--- src/hdl/assert_macros.svh ---
// Assertion macros used by request_tag_allocator_core of the request tag allocator.
// Depends on nothing; the including module provides clk_i and rst_ni.
`ifndef ASSERT_MACROS_SVH
`define ASSERT_MACROS_SVH

// Clocked assertion that is switched off while reset is asserted.
`define RTA_ASSERT(lbl, prop, msg) \
  lbl: assert property (@(posedge clk_i) disable iff (!rst_ni) prop) else $error(msg);

// Clocked assertion that also holds during reset.
`define RTA_ASSERT_ALWAYS(lbl, prop, msg) \
  lbl: assert property (@(posedge clk_i) prop) else $error(msg);

`endif

--- src/hdl/rta_pkg.sv ---
// Package of the request tag allocator: opcodes, status codes, mark words and sequencer states.
// Depends on nothing; used by request_tag_allocator_core.
`default_nettype none

package rta_pkg;

  localparam logic [1:0] OPC_ALLOC = 2'd0;
  localparam logic [1:0] OPC_SET   = 2'd1;
  localparam logic [1:0] OPC_GET   = 2'd2;

  localparam logic [1:0] STAT_OK          = 2'd0;
  localparam logic [1:0] STAT_NO_FREE     = 2'd1;
  localparam logic [1:0] STAT_NOT_PENDING = 2'd2;
  localparam logic [1:0] STAT_NOT_READY   = 2'd3;

  // Mark memory word: bit 1 is pending, bit 0 is arrived.
  localparam logic [1:0] MARK_CLEAR   = 2'b00;
  localparam logic [1:0] MARK_GRANTED = 2'b10;
  localparam logic [1:0] MARK_ARRIVED = 2'b11;
  localparam logic [1:0] MARK_DONE    = 2'b01;

  typedef enum logic [1:0] {
    S_CLEAR,
    S_IDLE,
    S_ACCESS,
    S_CHECK
  } state_e;

endpackage

`default_nettype wire

--- src/hdl/request_tag_allocator_core.sv ---
// Top level of the request tag allocator: sequencer, mark memory and response memory.
// Depends on rta_pkg and assert_macros.svh.
//
//   Channel   Signals                                        Handshake
//   request   start, busy, opcode_i, slot_id_i,              start && !busy
//             response_data_i
//   result    done_o, status_o, granted_id_o, read_data_o    done_o, one cycle
//   config    cfg_we_i, cfg_wdata_i (id_limit)               cfg_we_i
//
// An unused opcode, or a set or get on a tag outside the table, gives its result in the
// cycle after the item is accepted. Set and get pass through the access and check states.
// An allocate visits the access and check states once per tag examined (at most the
// active size); the mark memory has one read port and the search reads one tag per visit.
// After reset a clearing pass writes every word of the mark memory with busy high.
// The receiver cannot stall: each result is shown for exactly one cycle.
`default_nettype none

`include "assert_macros.svh"

module request_tag_allocator_core #(
  parameter int DEPTH      = 64,
  parameter int GROW_STEP  = 8,
  parameter int DATA_WIDTH = 32
) (
  input  wire logic        clk_i,
  input  wire logic        rst_ni,
  input  wire logic        start,
  output logic             busy,
  input  wire logic [1:0]  opcode_i,
  input  wire logic [5:0]  slot_id_i,
  input  wire logic [31:0] response_data_i,
  output logic             done_o,
  output logic [1:0]       status_o,
  output logic [5:0]       granted_id_o,
  output logic [31:0]      read_data_o,
  input  wire logic        cfg_we_i,
  input  wire logic [15:0] cfg_wdata_i
);

  localparam int AW = $clog2(DEPTH);
  localparam int SW = $clog2(DEPTH + 2 * GROW_STEP + 1);

  rta_pkg::state_e state_q, state_d;

  logic [1:0]            op_q, op_d;
  logic [DATA_WIDTH-1:0] wdata_q, wdata_d;
  logic [AW-1:0]         addr_q, addr_d;
  logic [AW-1:0]         cnt_q, cnt_d;
  logic [AW-1:0]         search_q, search_d;
  logic [SW-1:0]         active_q, active_d;
  logic [15:0]           idlim_q;
  logic                  done_q, done_d;
  logic [1:0]            status_q, status_d;
  logic [5:0]            granted_q, granted_d;
  logic [31:0]           rdata_q, rdata_d;

  logic [1:0]            marks_mem [DEPTH];
  logic [DATA_WIDTH-1:0] data_mem [DEPTH];
  logic [1:0]            marks_rd_q;
  logic [DATA_WIDTH-1:0] data_rd_q;
  logic                  marks_we;
  logic [AW-1:0]         marks_wa;
  logic [1:0]            marks_wd;
  logic                  data_we;

  logic          accept;
  logic          in_table;
  logic          clear_last;
  logic [SW-1:0] eff;
  logic [AW-1:0] addr_next;
  logic          scan_last;
  logic          scan_more;
  logic [SW-1:0] grown;
  logic          grow_fail;

  assign accept     = start && !busy;
  assign busy       = (state_q != rta_pkg::S_IDLE);
  assign in_table   = (32'(slot_id_i) < 32'(DEPTH));
  assign clear_last = (addr_q == AW'(DEPTH - 1));
  assign eff        = (active_q > SW'(DEPTH)) ? SW'(DEPTH) : active_q;
  assign addr_next  = ((SW'(addr_q) + SW'(1)) == eff) ? '0 : addr_q + AW'(1);
  assign scan_last  = (SW'(cnt_q) == (eff - SW'(1)));
  assign scan_more  = (op_q == rta_pkg::OPC_ALLOC) && marks_rd_q[1] && !scan_last;
  assign grown      = active_q + SW'(GROW_STEP);
  assign grow_fail  = (32'(grown) >= 32'(idlim_q)) || (grown > SW'(DEPTH));

  always_comb begin
    state_d = state_q;
    case (state_q)
      rta_pkg::S_CLEAR: begin
        if (clear_last) begin
          state_d = rta_pkg::S_IDLE;
        end
      end
      rta_pkg::S_IDLE: begin
        if (accept) begin
          case (opcode_i)
            rta_pkg::OPC_ALLOC: state_d = rta_pkg::S_ACCESS;
            rta_pkg::OPC_SET,
            rta_pkg::OPC_GET: begin
              if (in_table) begin
                state_d = rta_pkg::S_ACCESS;
              end
            end
            default: state_d = rta_pkg::S_IDLE;
          endcase
        end
      end
      rta_pkg::S_ACCESS: state_d = rta_pkg::S_CHECK;
      rta_pkg::S_CHECK: begin
        state_d = scan_more ? rta_pkg::S_ACCESS : rta_pkg::S_IDLE;
      end
      default: state_d = rta_pkg::S_CLEAR;
    endcase
  end

  always_comb begin
    op_d      = op_q;
    wdata_d   = wdata_q;
    addr_d    = addr_q;
    cnt_d     = cnt_q;
    search_d  = search_q;
    active_d  = active_q;
    done_d    = 1'b0;
    status_d  = status_q;
    granted_d = granted_q;
    rdata_d   = rdata_q;
    marks_we  = 1'b0;
    marks_wa  = addr_q;
    marks_wd  = rta_pkg::MARK_CLEAR;
    data_we   = 1'b0;
    case (state_q)
      rta_pkg::S_CLEAR: begin
        marks_we = 1'b1;
        addr_d   = clear_last ? '0 : addr_q + AW'(1);
      end
      rta_pkg::S_IDLE: begin
        if (accept) begin
          op_d      = opcode_i;
          wdata_d   = DATA_WIDTH'(response_data_i);
          cnt_d     = '0;
          status_d  = rta_pkg::STAT_OK;
          granted_d = '0;
          rdata_d   = '0;
          case (opcode_i)
            rta_pkg::OPC_ALLOC: addr_d = search_q;
            rta_pkg::OPC_SET: begin
              addr_d = AW'(slot_id_i);
              if (!in_table) begin
                done_d   = 1'b1;
                status_d = rta_pkg::STAT_NOT_PENDING;
              end
            end
            rta_pkg::OPC_GET: begin
              addr_d = AW'(slot_id_i);
              if (!in_table) begin
                done_d   = 1'b1;
                status_d = rta_pkg::STAT_NOT_READY;
              end
            end
            default: done_d = 1'b1;
          endcase
        end
      end
      rta_pkg::S_CHECK: begin
        case (op_q)
          rta_pkg::OPC_ALLOC: begin
            if (!marks_rd_q[1]) begin
              done_d    = 1'b1;
              marks_we  = 1'b1;
              marks_wd  = rta_pkg::MARK_GRANTED;
              granted_d = 6'(addr_q);
              search_d  = addr_next;
            end else if (scan_last) begin
              done_d = 1'b1;
              if (grow_fail) begin
                status_d = rta_pkg::STAT_NO_FREE;
              end else begin
                marks_we  = 1'b1;
                marks_wa  = AW'(active_q);
                marks_wd  = rta_pkg::MARK_GRANTED;
                granted_d = 6'(active_q);
                active_d  = grown;
                search_d  = ((active_q + SW'(1)) == grown) ? '0 : AW'(active_q + SW'(1));
              end
            end else begin
              cnt_d  = cnt_q + AW'(1);
              addr_d = addr_next;
            end
          end
          rta_pkg::OPC_SET: begin
            done_d = 1'b1;
            if (marks_rd_q[1]) begin
              data_we  = 1'b1;
              marks_we = 1'b1;
              marks_wd = rta_pkg::MARK_ARRIVED;
            end else begin
              status_d = rta_pkg::STAT_NOT_PENDING;
            end
          end
          rta_pkg::OPC_GET: begin
            done_d = 1'b1;
            if (marks_rd_q[0]) begin
              rdata_d  = 32'(data_rd_q);
              marks_we = 1'b1;
              marks_wd = rta_pkg::MARK_DONE;
            end else begin
              status_d = rta_pkg::STAT_NOT_READY;
            end
          end
          default: done_d = 1'b1;
        endcase
      end
      default: begin
      end
    endcase
  end

  always_ff @(posedge clk_i or negedge rst_ni) begin
    if (!rst_ni) begin
      state_q  <= rta_pkg::S_CLEAR;
      addr_q   <= '0;
      cnt_q    <= '0;
      op_q     <= rta_pkg::OPC_ALLOC;
      search_q <= '0;
      active_q <= SW'(GROW_STEP);
      idlim_q  <= 16'd64;
      done_q   <= 1'b0;
    end else begin
      state_q  <= state_d;
      addr_q   <= addr_d;
      cnt_q    <= cnt_d;
      op_q     <= op_d;
      search_q <= search_d;
      active_q <= active_d;
      done_q   <= done_d;
      if (cfg_we_i) begin
        idlim_q <= cfg_wdata_i;
      end
    end
  end

  always_ff @(posedge clk_i) begin
    wdata_q   <= wdata_d;
    status_q  <= status_d;
    granted_q <= granted_d;
    rdata_q   <= rdata_d;
  end

  always_ff @(posedge clk_i) begin
    if (marks_we) begin
      marks_mem[marks_wa] <= marks_wd;
    end
    marks_rd_q <= marks_mem[addr_q];
  end

  always_ff @(posedge clk_i) begin
    if (data_we) begin
      data_mem[addr_q] <= wdata_q;
    end
    data_rd_q <= data_mem[addr_q];
  end

  assign done_o       = done_q;
  assign status_o     = status_q;
  assign granted_id_o = granted_q;
  assign read_data_o  = rdata_q;

  `RTA_ASSERT(a_accept_progress, accept |=> (done_o || busy), "accepted item neither finished nor in progress")
  `RTA_ASSERT(a_search_in_range, (state_q == rta_pkg::S_IDLE) |-> (SW'(search_q) < eff), "search pointer outside the active table")
  `RTA_ASSERT(a_fail_zero_payload, (done_o && (status_o != rta_pkg::STAT_OK)) |-> ((granted_id_o == 6'd0) && (read_data_o == 32'd0)), "failed item carries a nonzero payload")
  `RTA_ASSERT(a_active_grows, 1'b1 |=> (active_q >= $past(active_q)), "active size shrank")

endmodule

`default_nettype wire
--- config.mk ---
export PLATFORM = sky130hd
export DESIGN_NAME = request_tag_allocator_core
export DESIGN_NICKNAME = d
export VERILOG_FILES = /design/src/hdl/rta_pkg.sv /design/src/hdl/request_tag_allocator_core.sv
export VERILOG_INCLUDE_DIRS = /design/src /design/src/hdl
export SDC_FILE = /design/constraint.sdc
export NUM_CORES = 2
export LEC_CHECK = 0
export ABC_AREA = 1
export BUFFER_PORTS_ARGS = -buffer_cell sky130_fd_sc_hd__buf_4
export CAP_MARGIN = 40
export CORE_MARGIN = 5
export CORE_UTILIZATION = 35
export DETAILED_ROUTE_END_ITERATION = 10
export PLACE_DENSITY = 0.58
export SYNTH_ARGS = -nofsm -noshare
export SYNTH_HDL_FRONTEND = slang
export SYNTH_SLANG_ARGS = --single-unit
--- constraint.sdc ---
create_clock -name clk_i -period 11.85 [get_ports clk_i]
set_input_delay 2.37 -clock clk_i [delete_from_list [all_inputs] [get_ports clk_i]]
set_output_delay 2.37 -clock clk_i [all_outputs]
set_load 0.05 [all_outputs]
==> impl_metrics.ini <==
[synth]
synth_top_area_share_pct = 76.84
synth_flop_cell = edfxtp_1
avgSynthCellArea_sq_um = 14.20
yosysTopAreaCell = edfxtp_1
synth_edf_count = 2248
synth_cell_types = 51
ys_seq_area_share_pct = 78.84
ys_warn_count = 0
synth.cell_area_sq_um = 87850
async_flop_share_pct = 1.849
synth_nets = 6266
syn-instance-count = 6186
yosys-top-cells-area = edfxtp_1, nand2_1, a22oi_1
synth_seq_cells = 2325

[power_and_ir_drop]
power_density_nw_per_um2 = 225.2
swShare_pct = 34.02
clockPowerShare_pct = 32.0
seqPwrFrac_pct = 42.7
total_leakage_power_nw = 34.38
irDropWorstVdd_uv = 179.8
netSwitchingPower_mw = 7.759
comb_power_share_pct = 25.3
internal-power_mw = 15.05
finalPower_mw = 22.81

[worst_setup_path]
start_kind = flop
cp_num_cells = 4
cp_slowest_stage_delay_ns = 0.41
crit_required_ns = 9.48
arrival_ns = 2.24
critical_path.top_delay_family = buffers and inverters
r2r-start = addr_q[0]$_DFFE_PN0P_
end_kind = output pin
crit_slowest_cell = dfrtp_1
path_cells = inv_1, ha_1, clkinv_1, buf_4
r2r-end = data_rd_q[26]$_DFF_P_
cp_max_fo = 9
reg2reg_slack_ns = 7.36
critPathKind = reg -> out
crit_buf_inv = 3
ff2ff_path_depth = 12

[timing]
fin_ws_ns = 7.238
max_slew_margin_pct = 33.71
period_minus_slack_ns = 4.612
skew_ns = 0.07058
setup_tns_ns = 0
period_share_pct = 38.92
finalHoldViolations = 0
timing.fmax_mhz = 216.8
tightest_slew_ns = 0.9943
drv_slew = 0
rsz0062_at_grt = false
setup_viol = 0

[clock_tree]
cts_buffer_depth = 3
ctsResizeCount = 0
htreeDepth = 4
tritoncts = done
clock_latency_ns = 0.88
cts_root_buf = clkbuf_16
path_clk_slew_ns = 0.06
post-cts-setup-buffers = 0
cts-buffers-inserted = 229
cts-hold-fix-buffers = 0
cts_sinks = 2325

[floorplan]
start_util_pct = 35.07
num_rows = 184
fp.dieW_microns = 511.0
dieArea_sq_um = 261100
die_h_microns = 511.0
coreArea_sq_um = 250500
ioPinCount = 102

[routing]
drc = 0
wl_per_cell_microns = 26.92
viasPerCell = 5.343
routed_wl_microns = 268300
vias = 53270
first_pass_iters = 6
drtIter0Drc = 7011
ant_nets = 0

[global_route]
grt_pass1_wl_microns = 380300
gr-total-overflow = 0
grt_pass1_vias = 51610
grt_max_degree = 127
grt.total_usage_pct = 19.92
antenna_found_initial = 18

[worst_hold_path]
hold_path.class = reg -> reg
hold_path_depth = 2
min_from = data_rd_q[6]$_DFF_P_
min_to = read_data_o[6]$_SDFFCE_PN0P_

[flow_run]
cap_violations = 0

[placed_design]
place.detailed.hpwl_microns = 148500
gp_congestion = 0.8423
dp_worst_setup_slack_ns = 7.475
numPortBuffers = 101

[final_layout]
layout.nets = 6500
syn2layout_area_growth_pct = 15.27
drive_above_1_share_pct = 11.53
num-fill-cells = 23030

[outcome]
outcome = finished, final reports clean
[power groups by stage]
stage / Sequential [mW] / Clock (mW) / Combinational [mW]
finish: 9.74 / 7.29 / 5.77
global route: 9.76 / 7.75 / 6.13
CTS: 9.74 / 7.39 / 5.75
detailed placement: 9.92 / 0 / 5.73
global placement: 9.92 / 0 / 5.66
floorplan: 10.3 / 0 / 2.74
[worst reg2reg max path, cell delays in order, from the launching register on]
cell	delay, ns
dfrtp_1	0.53
inv_2	0.24
nand3_2	0.66
inv_8	0.55
buf_12	0.56
buf_4	0.87
a22oi_1	0.15
nand3_1	0.10
o21ai_0	0.27
buf_4	0.28
nand2_1	0.05
inv_1	0.04
nand4_1	0.07
[placed cells by master, fill, tap and decap left out, types with 13 or more instances in the layout]
cell | synthesis | routed
a21oi_1 | 46 | 45
a221oi_1 | 64 | 64
a22o_1 | 105 | 105
a22oi_1 | 169 | 169
buf_4 | 3 | 260
bufinv_16 | 0 | 19
clkbuf_1 | 97 | 60
clkbuf_16 | 0 | 229
clkbuf_8 | 0 | 18
clkinv_1 | 2 | 37
clkinv_2 | 0 | 39
dfrtp_1 | 41 | 41
dfxtp_1 | 34 | 34
edfxtp_1 | 2248 | 2248
ha_1 | 20 | 19
inv_1 | 331 | 330
nand2_1 | 1743 | 1743
nand3_1 | 116 | 115
nand3b_1 | 13 | 13
nand4_1 | 173 | 173
nor2_1 | 310 | 242
nor2_4 | 2 | 71
o2111ai_1 | 120 | 120
o211ai_1 | 20 | 20
o21ai_0 | 208 | 208
o31ai_1 | 23 | 22
[through the flow]
step                      util [%]  hold WS (ns)  area [sq um]  instances
final                        40.43        0.4874        101300       9970
after global routing         40.42        0.5199        101300       9967
after CTS                    40.42        0.4934        101200       9964
after detailed placement     37.39        0.4779         93660       9534
after global placement       37.32        0.4686         93470       9517
after floorplan                  -        0.4499         87850       6186
[registers in the layout (all words and copies together) (netlist names), 4 cells and up]
| name | cells |
|---|---|
| data_rd_q | 32 |
| search_q | 6 |
| wdata_q | 32 |
| read_data_o | 32 |
| addr_q | 6 |
| marks_mem | 128 |
| granted_id_o | 6 |
| idlim_q | 16 |
| active_q | 4 |
| cnt_q | 6 |
| data_mem | 2048 |
[routing by layer]
layer,share of wire [%],track usage [%]
met5,0.0097,0
met4,2.9,5.716
met3,9.7,3.806
met2,46,31.64
met1,41,28.02
[kinds of logic after synthesis]
group,Yosys count,synth area share [%]
adder cells (fa/ha/maj),20,0.2849
AO/OA/AOI/OAI,792,6.432
multiplexers,3,0.03845
buffers and inverters,626,2.931
AND/OR/NAND/NOR,2414,11.41
XOR/XNOR,6,0.05982
flip-flops,2325,78.84
[area by class of cell]
type                       instances  area (sq um)  area share, %
sequential                      2325         69260          68.40
clock buffer                     307          6203          6.126
antenna                            3         7.507       0.007414
tap                             3348          4189          4.137
timing repair buffer             282          2260          2.232
clock inverter                   123          1374          1.357
inverter                         347          1353          1.336
multi-input combinational       3235         16610          16.40
[cells in the mapped netlist, drive strengths merged (2+ instances only)]
library cell	instances
nand3b	13
dfrtp	41
a221oi	64
mux2	3
ha	20
nor2	315
inv	344
o2111a	3
xnor2	2
o21ai	221
o2111ai	120
edfxtp	2248
nand2	1756
clkinv	3
a211oi	7
o211ai	20
xor2	4
o221ai	2
a22oi	169
nand3	139
o2bb2ai	2
o22ai	5
a21oi	46
a31oi	2
and3	2
clkbuf	97
a22o	105
dfstp	2
or2	4
nor3	10
o21a	2
dfxtp	34
buf	182
nand4	174
o31ai	23
[how the worst max path moves through the flow]
stage | endpoint | slack, ns | startpoint
detailed placement | data_rd_q[26]$_DFF_P_ | 7.47 | addr_q[0]$_DFFE_PN0P_
global route | busy | 7.13 | state_q[1]$_DFFE_PN0P_
CTS | busy | 7.17 | state_q[1]$_DFFE_PN0P_
finish | busy | 7.24 | state_q[1]$_DFFE_PN0P_
global placement | data_mem[0][19]$_DFFE_PP_ | 6.95 | state_q[0]$_DFFE_PN0P_
floorplan | read_data_o[0]$_SDFFCE_PN0P_ | 6.52 | start
(Power assumes the default switching activity.)
